**config.mk**
```make
export PLATFORM = sky130hd
export DESIGN_NAME = one_wire_temperature_reader_unit
export DESIGN_NICKNAME = d
export VERILOG_FILES = /design/src/sv/owtr_pkg.sv /design/src/sv/owtr_cfg.sv /design/src/sv/owtr_ctrl.sv /design/src/sv/owtr_obuf.sv /design/src/sv/one_wire_temperature_reader_unit.sv
export SDC_FILE = /design/constraint.sdc
export NUM_CORES = 1
export LEC_CHECK = 0
export BUFFER_PORTS_ARGS = -buffer_cell sky130_fd_sc_hd__buf_2
export CAP_MARGIN = 20
export CORE_ASPECT_RATIO = 1.4
export CORE_UTILIZATION = 45
export CTS_CLUSTER_DIAMETER = 80
export CTS_CLUSTER_SIZE = 25
export DETAILED_ROUTE_END_ITERATION = 8
export PLACE_DENSITY = 0.75
export REMOVE_ABC_BUFFERS = 1
export SETUP_SLACK_MARGIN = 0.1
export SKIP_LAST_GASP = 1
export SYNTH_ARGS = -nofsm -noshare
export SYNTH_HDL_FRONTEND = slang
export SYNTH_HIERARCHICAL = 1
export SYNTH_SLANG_ARGS = --single-unit
```
**constraint.sdc**
```tcl
create_clock -name i_clk -period 8.44 [get_ports i_clk]
set_clock_uncertainty 0.1 [all_clocks]
set_input_delay 0.422 -clock i_clk [delete_from_list [all_inputs] [get_ports i_clk]]
set_output_delay 0.422 -clock i_clk [all_outputs]
set_load 0.01 [all_outputs]
```
**src/sv/owtr_pkg.sv**
```systemverilog
`timescale 1ns / 1ps

package owtr_pkg;

    // Register indexes on the configuration port (byte address is 4 * index).
    localparam logic [2:0] REG_RESET_LOW     = 3'd0;
    localparam logic [2:0] REG_PRES_TIMEOUT  = 3'd1;
    localparam logic [2:0] REG_RESET_TAIL    = 3'd2;
    localparam logic [2:0] REG_SLOT          = 3'd3;
    localparam logic [2:0] REG_CONV_WAIT     = 3'd4;
    localparam int unsigned ADDR_W           = 5;

    localparam logic [9:0]  RST_RESET_LOW    = 10'd750;
    localparam logic [7:0]  RST_PRES_TIMEOUT = 8'd240;
    localparam logic [9:0]  RST_RESET_TAIL   = 10'd500;
    localparam logic [7:0]  RST_SLOT         = 8'd60;
    localparam logic [19:0] RST_CONV_WAIT    = 20'd750000;

    // Bus commands.
    localparam logic [7:0] CMD_SKIP_ROM  = 8'hCC;
    localparam logic [7:0] CMD_CONVERT   = 8'h44;
    localparam logic [7:0] CMD_READ_PAD  = 8'hBE;

    // Steps of the fixed read sequence.
    localparam logic [3:0] STEP_RESET1    = 4'd0;
    localparam logic [3:0] STEP_SKIP1     = 4'd1;
    localparam logic [3:0] STEP_CONVERT   = 4'd2;
    localparam logic [3:0] STEP_CONV_WAIT = 4'd3;
    localparam logic [3:0] STEP_RESET2    = 4'd4;
    localparam logic [3:0] STEP_SKIP2     = 4'd5;
    localparam logic [3:0] STEP_READ_CMD  = 4'd6;
    localparam logic [3:0] STEP_READ_LSB  = 4'd7;
    localparam logic [3:0] STEP_READ_MSB  = 4'd8;

    localparam logic [19:0] GAP_US = 20'd15;

    typedef enum logic [3:0] {
        PH_IDLE  = 4'd0,
        PH_RLOW  = 4'd1,
        PH_RGAP  = 4'd2,
        PH_PW1   = 4'd3,
        PH_PW2   = 4'd4,
        PH_TAIL  = 4'd5,
        PH_WSLOT = 4'd6,
        PH_RSLOT = 4'd7,
        PH_RPAD  = 4'd8,
        PH_CONV  = 4'd9
    } t_phase;

    typedef enum logic [1:0] {
        ST_OK          = 2'd0,
        ST_NO_PRESENCE = 2'd1,
        ST_STUCK_LOW   = 2'd2
    } t_status;

    typedef struct packed {
        logic kind;
        logic line_level;
    } t_in_word;

    typedef struct packed {
        logic              drive_low;
        logic              busy_res;
        logic              done_res;
        logic signed [11:0] temperature;
        t_status           status;
    } t_out_word;

    typedef struct packed {
        logic [9:0]  reset_low_us;
        logic [7:0]  presence_timeout_us;
        logic [9:0]  reset_tail_us;
        logic [7:0]  slot_us;
        logic [19:0] conversion_wait_us;
    } t_cfg;

    typedef struct packed {
        t_phase      phase;
        logic [3:0]  step;
        logic [19:0] tc;
        logic [2:0]  bit_idx;
        logic [7:0]  shift;
        logic [7:0]  low;
        t_status     err;
    } t_core;

endpackage

```
**src/sv/owtr_cfg.sv**
```systemverilog
`timescale 1ns / 1ps

module owtr_cfg (
    input  logic                        i_clk,
    input  logic                        i_rst_n,
    input  logic                        psel,
    input  logic                        penable,
    input  logic                        pwrite,
    input  logic [owtr_pkg::ADDR_W-1:0] paddr,
    input  logic [31:0]                 pwdata,
    output logic [31:0]                 prdata,
    output owtr_pkg::t_cfg              o_cfg
);

    owtr_pkg::t_cfg r_cfg;
    logic           wr_en;
    logic [2:0]     reg_idx;

    assign wr_en   = psel && penable && pwrite;
    assign reg_idx = paddr[4:2];
    assign o_cfg   = r_cfg;

    always_ff @(posedge i_clk) begin
        if (!i_rst_n) begin
            r_cfg.reset_low_us        <= owtr_pkg::RST_RESET_LOW;
            r_cfg.presence_timeout_us <= owtr_pkg::RST_PRES_TIMEOUT;
            r_cfg.reset_tail_us       <= owtr_pkg::RST_RESET_TAIL;
            r_cfg.slot_us             <= owtr_pkg::RST_SLOT;
            r_cfg.conversion_wait_us  <= owtr_pkg::RST_CONV_WAIT;
        end else if (wr_en) begin
            case (reg_idx)
                owtr_pkg::REG_RESET_LOW:    r_cfg.reset_low_us        <= pwdata[9:0];
                owtr_pkg::REG_PRES_TIMEOUT: r_cfg.presence_timeout_us <= pwdata[7:0];
                owtr_pkg::REG_RESET_TAIL:   r_cfg.reset_tail_us       <= pwdata[9:0];
                owtr_pkg::REG_SLOT:         r_cfg.slot_us             <= pwdata[7:0];
                owtr_pkg::REG_CONV_WAIT:    r_cfg.conversion_wait_us  <= pwdata[19:0];
                default: ;
            endcase
        end
    end

    always_comb begin
        case (reg_idx)
            owtr_pkg::REG_RESET_LOW:    prdata = {22'd0, r_cfg.reset_low_us};
            owtr_pkg::REG_PRES_TIMEOUT: prdata = {24'd0, r_cfg.presence_timeout_us};
            owtr_pkg::REG_RESET_TAIL:   prdata = {22'd0, r_cfg.reset_tail_us};
            owtr_pkg::REG_SLOT:         prdata = {24'd0, r_cfg.slot_us};
            owtr_pkg::REG_CONV_WAIT:    prdata = {12'd0, r_cfg.conversion_wait_us};
            default:                    prdata = 32'd0;
        endcase
    end

endmodule

```
**src/sv/owtr_ctrl.sv**
```systemverilog
`timescale 1ns / 1ps

module owtr_ctrl (
    input  logic                i_clk,
    input  logic                i_rst_n,
    input  logic                i_push,
    input  owtr_pkg::t_in_word  i_word,
    input  owtr_pkg::t_cfg      i_cfg,
    output owtr_pkg::t_out_word o_res
);

    owtr_pkg::t_core r_st;
    owtr_pkg::t_core n_st;

    logic              [19:0] tc_inc;
    logic              [20:0] slot_data_end;
    logic              [20:0] slot_end;
    logic                     slot_done;
    logic                     cur_drive;
    logic                     drive;
    logic                     done;
    logic signed       [15:0] word16;
    logic signed       [11:0] temp_sat;
    logic signed       [11:0] temp;
    owtr_pkg::t_status        stat;

    // Sets up the phase for the current step; a zero conversion wait skips that step.
    function automatic owtr_pkg::t_core f_enter(input owtr_pkg::t_core s_in,
                                                input owtr_pkg::t_cfg c);
        owtr_pkg::t_core s;
        s = s_in;
        if (s.step == owtr_pkg::STEP_CONV_WAIT && c.conversion_wait_us == 20'd0) begin
            s.step = owtr_pkg::STEP_RESET2;
        end
        case (s.step)
            owtr_pkg::STEP_RESET1, owtr_pkg::STEP_RESET2: begin
                s.tc    = 20'd0;
                s.phase = (c.reset_low_us == 10'd0) ? owtr_pkg::PH_RGAP : owtr_pkg::PH_RLOW;
            end
            owtr_pkg::STEP_SKIP1, owtr_pkg::STEP_SKIP2: begin
                s.phase = owtr_pkg::PH_WSLOT; s.tc = 20'd0; s.bit_idx = 3'd0;
                s.shift = owtr_pkg::CMD_SKIP_ROM;
            end
            owtr_pkg::STEP_CONVERT: begin
                s.phase = owtr_pkg::PH_WSLOT; s.tc = 20'd0; s.bit_idx = 3'd0;
                s.shift = owtr_pkg::CMD_CONVERT;
            end
            owtr_pkg::STEP_READ_CMD: begin
                s.phase = owtr_pkg::PH_WSLOT; s.tc = 20'd0; s.bit_idx = 3'd0;
                s.shift = owtr_pkg::CMD_READ_PAD;
            end
            owtr_pkg::STEP_CONV_WAIT: begin
                s.phase = owtr_pkg::PH_CONV; s.tc = 20'd0;
            end
            owtr_pkg::STEP_READ_LSB, owtr_pkg::STEP_READ_MSB: begin
                s.phase = owtr_pkg::PH_RSLOT; s.tc = 20'd0; s.bit_idx = 3'd0;
                s.shift = 8'd0;
            end
            default: begin
                s.phase = owtr_pkg::PH_IDLE; s.step = owtr_pkg::STEP_RESET1;
            end
        endcase
        return s;
    endfunction

    function automatic owtr_pkg::t_core f_next(input owtr_pkg::t_core s_in,
                                               input owtr_pkg::t_cfg c);
        owtr_pkg::t_core s;
        s      = s_in;
        s.step = s.step + 4'd1;
        return f_enter(s, c);
    endfunction

    // Only the first error of a sequence is kept; the sequence carries on.
    function automatic owtr_pkg::t_core f_error(input owtr_pkg::t_core s_in,
                                                input owtr_pkg::t_status code,
                                                input owtr_pkg::t_cfg c);
        owtr_pkg::t_core s;
        s = s_in;
        if (s.err == owtr_pkg::ST_OK) begin
            s.err = code;
        end
        return f_next(s, c);
    endfunction

    assign tc_inc        = r_st.tc + 20'd1;
    assign slot_data_end = 21'(i_cfg.slot_us) + 21'd2;
    assign slot_end      = 21'(i_cfg.slot_us) + 21'd4;
    assign slot_done     = {1'b0, tc_inc} >= slot_end;

    always_comb begin
        case (r_st.phase)
            owtr_pkg::PH_RLOW:  cur_drive = 1'b1;
            owtr_pkg::PH_WSLOT: begin
                if (r_st.tc < 20'd2) begin
                    cur_drive = 1'b1;
                end else if ({1'b0, r_st.tc} < slot_data_end) begin
                    cur_drive = !r_st.shift[r_st.bit_idx];
                end else begin
                    cur_drive = 1'b0;
                end
            end
            owtr_pkg::PH_RSLOT: cur_drive = (r_st.tc < 20'd2);
            default:            cur_drive = 1'b0;
        endcase
    end

    // Saturate the 16-bit two's complement reading to the 12-bit result.
    assign word16 = {r_st.shift, r_st.low};
    always_comb begin
        if (!word16[15] && word16[14:11] != 4'b0000) begin
            temp_sat = 12'sd2047;
        end else if (word16[15] && word16[14:11] != 4'b1111) begin
            temp_sat = -12'sd2048;
        end else begin
            temp_sat = word16[11:0];
        end
    end

    always_comb begin
        n_st  = r_st;
        drive = 1'b0;
        done  = 1'b0;
        temp  = 12'sd0;
        stat  = owtr_pkg::ST_OK;
        if (i_push) begin
            if (i_word.kind) begin
                if (r_st.phase == owtr_pkg::PH_IDLE) begin
                    n_st.err  = owtr_pkg::ST_OK;
                    n_st.low  = 8'd0;
                    n_st.step = owtr_pkg::STEP_RESET1;
                    n_st      = f_enter(n_st, i_cfg);
                end else begin
                    drive = cur_drive;
                end
            end else if (r_st.phase != owtr_pkg::PH_IDLE) begin
                drive   = cur_drive;
                n_st.tc = tc_inc;
                case (r_st.phase)
                    owtr_pkg::PH_RLOW: begin
                        if (tc_inc >= 20'(i_cfg.reset_low_us)) begin
                            n_st.phase = owtr_pkg::PH_RGAP; n_st.tc = 20'd0;
                        end
                    end
                    owtr_pkg::PH_RGAP: begin
                        if (tc_inc >= owtr_pkg::GAP_US) begin
                            n_st.phase = owtr_pkg::PH_PW1; n_st.tc = 20'd0;
                        end
                    end
                    owtr_pkg::PH_PW1: begin
                        if (i_cfg.presence_timeout_us == 8'd0) begin
                            n_st = f_error(n_st, owtr_pkg::ST_NO_PRESENCE, i_cfg);
                        end else if (i_word.line_level) begin
                            if (tc_inc >= 20'(i_cfg.presence_timeout_us)) begin
                                n_st = f_error(n_st, owtr_pkg::ST_NO_PRESENCE, i_cfg);
                            end
                        end else begin
                            // The first low tick already counts toward wait two.
                            n_st.phase = owtr_pkg::PH_PW2;
                            n_st.tc    = 20'd1;
                            if (i_cfg.presence_timeout_us == 8'd1) begin
                                n_st = f_error(n_st, owtr_pkg::ST_STUCK_LOW, i_cfg);
                            end
                        end
                    end
                    owtr_pkg::PH_PW2: begin
                        if (!i_word.line_level) begin
                            if (tc_inc >= 20'(i_cfg.presence_timeout_us)) begin
                                n_st = f_error(n_st, owtr_pkg::ST_STUCK_LOW, i_cfg);
                            end
                        end else if (i_cfg.reset_tail_us == 10'd0) begin
                            n_st = f_next(n_st, i_cfg);
                        end else begin
                            n_st.phase = owtr_pkg::PH_TAIL; n_st.tc = 20'd0;
                        end
                    end
                    owtr_pkg::PH_TAIL: begin
                        if (tc_inc >= 20'(i_cfg.reset_tail_us)) begin
                            n_st = f_next(n_st, i_cfg);
                        end
                    end
                    owtr_pkg::PH_CONV: begin
                        if (tc_inc >= i_cfg.conversion_wait_us) begin
                            n_st = f_next(n_st, i_cfg);
                        end
                    end
                    owtr_pkg::PH_WSLOT: begin
                        if (slot_done) begin
                            n_st.tc = 20'd0;
                            if (r_st.bit_idx == 3'd7) begin
                                n_st = f_next(n_st, i_cfg);
                            end else begin
                                n_st.bit_idx = r_st.bit_idx + 3'd1;
                            end
                        end
                    end
                    owtr_pkg::PH_RSLOT: begin
                        if (tc_inc == 20'd3) begin
                            n_st.shift = {i_word.line_level, r_st.shift[7:1]};
                        end
                        if (slot_done) begin
                            n_st.tc = 20'd0;
                            if (r_st.bit_idx == 3'd7) begin
                                n_st.phase = owtr_pkg::PH_RPAD;
                            end else begin
                                n_st.bit_idx = r_st.bit_idx + 3'd1;
                            end
                        end
                    end
                    owtr_pkg::PH_RPAD: begin
                        if (r_st.step == owtr_pkg::STEP_READ_LSB) begin
                            n_st.low = r_st.shift;
                            n_st     = f_next(n_st, i_cfg);
                        end else begin
                            done       = 1'b1;
                            temp       = temp_sat;
                            stat       = r_st.err;
                            n_st.phase = owtr_pkg::PH_IDLE;
                            n_st.step  = owtr_pkg::STEP_RESET1;
                            n_st.tc    = 20'd0;
                        end
                    end
                    default: begin
                        n_st.phase = owtr_pkg::PH_IDLE;
                        n_st.step  = owtr_pkg::STEP_RESET1;
                        n_st.tc    = 20'd0;
                    end
                endcase
            end
        end
        o_res.drive_low   = drive;
        o_res.busy_res    = (n_st.phase != owtr_pkg::PH_IDLE);
        o_res.done_res    = done;
        o_res.temperature = temp;
        o_res.status      = stat;
    end

    always_ff @(posedge i_clk) begin
        if (!i_rst_n) begin
            r_st.phase   <= owtr_pkg::PH_IDLE;
            r_st.step    <= owtr_pkg::STEP_RESET1;
            r_st.tc      <= 20'd0;
            r_st.bit_idx <= 3'd0;
            r_st.shift   <= 8'd0;
            r_st.low     <= 8'd0;
            r_st.err     <= owtr_pkg::ST_OK;
        end else begin
            r_st <= n_st;
        end
    end

endmodule

```
**src/sv/owtr_obuf.sv**
```systemverilog
`timescale 1ns / 1ps

module owtr_obuf (
    input  logic                i_clk,
    input  logic                i_rst_n,
    input  logic                i_push,
    input  owtr_pkg::t_out_word i_word,
    input  logic                i_stall,
    output logic                o_valid,
    output owtr_pkg::t_out_word o_word,
    output logic                o_full
);

    logic                r_out_valid;
    logic                r_skid_valid;
    owtr_pkg::t_out_word r_out_word;
    owtr_pkg::t_out_word r_skid_word;
    logic                take;

    assign take    = r_out_valid && !i_stall;
    assign o_valid = r_out_valid;
    assign o_word  = r_out_word;
    // The skid stage holding a word is what stalls the input side.
    assign o_full  = r_skid_valid;

    always_ff @(posedge i_clk) begin
        if (!i_rst_n) begin
            r_out_valid  <= 1'b0;
            r_skid_valid <= 1'b0;
        end else if (r_skid_valid) begin
            if (take) begin
                r_skid_valid <= 1'b0;
            end
        end else if (i_push) begin
            if (r_out_valid && !take) begin
                r_skid_valid <= 1'b1;
            end else begin
                r_out_valid <= 1'b1;
            end
        end else if (take) begin
            r_out_valid <= 1'b0;
        end
    end

    always_ff @(posedge i_clk) begin
        if (r_skid_valid) begin
            if (take) begin
                r_out_word <= r_skid_word;
            end
        end else if (i_push) begin
            if (r_out_valid && !take) begin
                r_skid_word <= i_word;
            end else begin
                r_out_word <= i_word;
            end
        end
    end

endmodule

```
**src/sv/one_wire_temperature_reader_unit.sv**
```systemverilog
`timescale 1ns / 1ps

// One-wire bus master that runs a fixed temperature read.
// Input channel: one word per microsecond tick (kind 0, with the sampled line
// level) or a start request (kind 1, ignored while a read is in progress).
// Output channel: exactly one result word per input word, carrying the line
// drive for that tick, the busy flag, and on the completing tick the done
// flag, the 12-bit signed temperature in sixteenths of a degree and the first
// presence error of the sequence.
// Each accepted input word's result is computed combinationally from the
// controller state and the word and registered for the output; one word per
// cycle is sustained while the receiver does not stall. When the receiver
// stalls, a skid stage takes one more word and the input side then stalls
// until the output drains. Reset returns the controller to idle and loads
// the timing registers with their defaults; the user is to write them over the
// APB port only while the block is idle, which the block does not enforce.
module one_wire_temperature_reader_unit (
    input  logic                        i_clk,
    input  logic                        i_rst_n,
    input  logic                        i_in_valid,
    output logic                        o_in_stall,
    input  owtr_pkg::t_in_word          i_in_word,
    output logic                        o_out_valid,
    input  logic                        i_out_stall,
    output owtr_pkg::t_out_word         o_out_word,
    input  logic                        psel,
    input  logic                        penable,
    input  logic                        pwrite,
    input  logic [owtr_pkg::ADDR_W-1:0] paddr,
    input  logic [31:0]                 pwdata,
    output logic [31:0]                 prdata,
    output logic                        pready
);

    owtr_pkg::t_cfg      cfg;
    owtr_pkg::t_out_word res;
    logic                push;
    logic                full;

    assign pready     = 1'b1;
    assign o_in_stall = full;
    assign push       = i_in_valid && !full;

    owtr_cfg u_cfg (
        .i_clk   (i_clk),
        .i_rst_n (i_rst_n),
        .psel    (psel),
        .penable (penable),
        .pwrite  (pwrite),
        .paddr   (paddr),
        .pwdata  (pwdata),
        .prdata  (prdata),
        .o_cfg   (cfg)
    );

    owtr_ctrl u_ctrl (
        .i_clk   (i_clk),
        .i_rst_n (i_rst_n),
        .i_push  (push),
        .i_word  (i_in_word),
        .i_cfg   (cfg),
        .o_res   (res)
    );

    owtr_obuf u_obuf (
        .i_clk   (i_clk),
        .i_rst_n (i_rst_n),
        .i_push  (push),
        .i_word  (res),
        .i_stall (i_out_stall),
        .o_valid (o_out_valid),
        .o_word  (o_out_word),
        .o_full  (full)
    );

    a_stall_needs_full_out: assert property (@(posedge i_clk) disable iff (!i_rst_n)
        o_in_stall |-> o_out_valid)
        else $error("input stalled while the output register is empty");

    a_accept_gives_result: assert property (@(posedge i_clk) disable iff (!i_rst_n)
        (i_in_valid && !o_in_stall) |=> o_out_valid)
        else $error("accepted word produced no result");

    a_done_not_busy: assert property (@(posedge i_clk) disable iff (!i_rst_n)
        (o_out_valid && o_out_word.done_res) |-> !o_out_word.busy_res)
        else $error("completing result still marked busy");

    a_quiet_fields: assert property (@(posedge i_clk) disable iff (!i_rst_n)
        (o_out_valid && !o_out_word.done_res) |->
            (o_out_word.temperature == 12'sd0 && o_out_word.status == owtr_pkg::ST_OK))
        else $error("temperature or status set outside a completing result");

endmodule

```
==> results.yml <==
floorplanning:
  dieWidth_um: 128
  initial_core_util_pct: 45.8
  ioPinCount: 98
  die_h_um: 179
  coreArea_sq_um: 21900
  die-area_sq_um: 22900
  rows: 64
setup_path:
  cp.required_ns: 8.52
  worstPathArrival_ns: 5.61
  cp-end-kind: "flip-flop"
  critPathLaunchType: "flip-flop"
  r2r_slack_ns: 2.91
  r2r_end: "u_obuf/o_word[15]"
  crit_type: "flip-flop to flip-flop"
  worstRegToRegCells: 13
  critical_path.max_fanout: 12
  r2r-start: "u_ctrl/r_st[21]"
logic_synthesis:
  synth-async-reset-ratio_pct: 0
  ys_seq_elements: 141
  synth_cells: 1192
  synth_edf_count: 34
  yosysWarnings: 6
  yosysSeqAreaShare_pct: 31.6
  synth_ff_type: "dfxtp_1"
  synth_area_leaders: "dfxtp_1 (21%), edfxtp_1 (10%), ha_1 (9.1%)"
  syn_avg_cell_area_sq_um: 8.40
  synth_top_area_cell: "dfxtp_1"
  syn_area_sq_um: 10000
  ys_types: 90
  yosysTopAreaCellShare_pct: 21.4
cts:
  htree_levels: 4
  clk_latency_ns: 0.43
  numCtsBuffers: 17
  cts_tree: "built"
  clkSinkCount: 141
  cts_resized: 0
  post-cts-setup-buffers: 0
  clk_pin_slew_ns: 0.07
  cts_hold_buf: 0
  cts_root_buf: "clkbuf_16"
  cts_buffer_depth: 2
sta:
  fin_crit_sh_pct: 65.5
  hold_viol: 0
  hold_ws_ns: 0.139
  tns_ns: 0
  rsz0062_at_grt: "false"
  tightest_slew_ns: 0.984
  setup_viol: 0
  slew_viol_final: 0
  max_freq_ghz: 0.181
  relSlewSlack_pct: 34.1
  post-route-min-period_ns: 5.53
detailed_routing:
  drt-initial-drc-count: 609
  drt_pre_antenna_iters: 7
  via_per_inst: 5.97
  num_vias: 9169
  antenna_left: 0
  drcViolationCount: 0
  wirelength_mm: 29.1
  wl_per_cell_um: 18.9
outcome:
  outcome: "complete, no violations"
worst_hold_path:
  whs_endpoint: "u_cfg/o_cfg[18]"
  min_path_cells: 3
  hp-class: "primary input to flip-flop"
  min-delay-start: "pwdata[18]"
cells_and_area:
  final_core_util_pct: 50.4
  final_cell_mix: "nand2_1 (118), dfxtp_1 (107), nor2_1 (92), inv_1 (85), ha_1 (73)"
  area_growth_pct: 10.1
  final_common_cell: "nand2_1"
  drive_gt1_share_pct: 12.9
  multi_input_comb_area_sq_um: 6190
  antenna_cells: 0
  final_nets: 1344
  stdcell_area_sq_um: 11000
  fill_cells: 2069
  seqCellArea_sq_um: 3160
grt:
  antenna_found_initial: 0
  grt_pass1_vias: 8772
  grt_usage_pct: 26.0
  grt_max_degree: 74
  overflow: 0
  grt_pass1_wl_mm: 45.6
place:
  place_congestion: 0.981
  dpl_cell_area_sq_um: 10400
  dp.final_hpwl_mm: 21.8
  portBuffers: 70
power_and_ir_drop:
  power_mw: 1.58
  leakagePower_nw: 4.78
  p_per_area_nw_per_um2: 143
  irDropWorstVdd_mv: 0.126
flow_run:
  maxCapViolCount: 0
cells in the mapped netlist, types with 10 or more instances:
cell type    n
nor2b_1     10
o211ai_1    22
nand4_1     17
nand2_1    118
dfxtp_1    107
o21a_1      24
xor2_1      13
or3_1       13
inv_1       85
a31oi_1     10
nand2b_1    17
mux2_4      17
xnor2_1     16
nand3_1     47
a21oi_1     63
buf_4       16
nor2_1      92
nor4_1      19
o21ai_0     62
edfxtp_1    34
nor3_1      28
and2_1      18
ha_1        73
buf_2       13
clkbuf_1    38
mux2i_1     51
per-stage QoR:
step / setup slack [ns] / std cells
floorplan: 4.28 / 1129
global placement: 3.14 / 1502
detailed placement: 3.02 / 1503
CTS: 3.01 / 1535
global route: 2.63 / 1535
finish: 2.91 / 1535
sequential cells by signal, indices dropped and copies added, names as in the netlist:
register	flops
u_obuf/o_valid	1
u_obuf/r_skid_word	17
u_obuf/o_word	17
u_obuf/o_full	1
u_ctrl/r_st	49
u_cfg/o_cfg	56
where the power goes:
part	internal [mW]	total [mW]	switching, mW
Clock	0.414	0.740	0.326
Sequential	0.703	0.711	0.00772
Combinational	0.0443	0.130	0.0856
Total	1.16	1.58	0.420
layer usage:
metal,up-vias,GRT usage (%),wire length [um]
met2,342,47.1,15000
li1,4367,-,-
met5,-,0,0
met3,101,4.44,1320
met4,0,18.6,1850
met1,4359,27.0,10900
worst max-delay path, stage by stage, from the launching register on:
cell	delay, ns
dfxtp_1	0.70
nand4_1	0.51
nor2_1	0.47
xnor2_1	0.32
ha_1	0.33
a211o_1	0.27
o31ai_1	0.38
nand4_1	0.46
a32oi_1	0.36
nand3_1	0.21
nand4bb_1	0.29
a221oi_1	0.36
nand4_1	0.20
mux2_4	0.31
worst max path at each step:
stage / slack (ns) / end / cells after the start / from
after floorplan: 4.28 / u_obuf/o_word[15] / 15 / u_ctrl/r_st[21]
after CTS: 3.01 / u_obuf/o_word[15] / 13 / u_ctrl/r_st[21]
after global routing: 2.63 / u_obuf/o_word[15] / 13 / u_ctrl/r_st[21]
final: 2.91 / u_obuf/o_word[15] / 13 / u_ctrl/r_st[21]
after global placement: 3.14 / u_obuf/o_word[15] / 15 / u_ctrl/r_st[21]
after detailed placement: 3.02 / u_obuf/o_word[15] / 13 / u_ctrl/r_st[21]
cells by family (layout without fill, tap and decap cells):
logic type	Yosys count	after routing	synth area share (%)
AND/OR/NAND/NOR	422	422	21.3
buffers and inverters	159	194	6.97
multiplexers	77	77	9.00
adder cells (fa/ha/maj)	74	74	9.22
AO/OA/AOI/OAI	288	288	19.3
other	2	13	0.0750
XOR/XNOR	29	29	2.54
flip-flops	141	141	31.6
area by class of cell:
| type | instances | area share, % |
|---|---|---|
| repair buffers | 77 | 3.63 |
| clock inverters | 15 | 1.35 |
| flip-flops and latches | 141 | 28.7 |
| clock buffers | 17 | 3.86 |
| multi-input cells | 903 | 56.2 |
| inverters | 85 | 2.89 |
| well taps | 297 | 3.37 |
No activity file was read; power rests on OpenSTA's default activity.
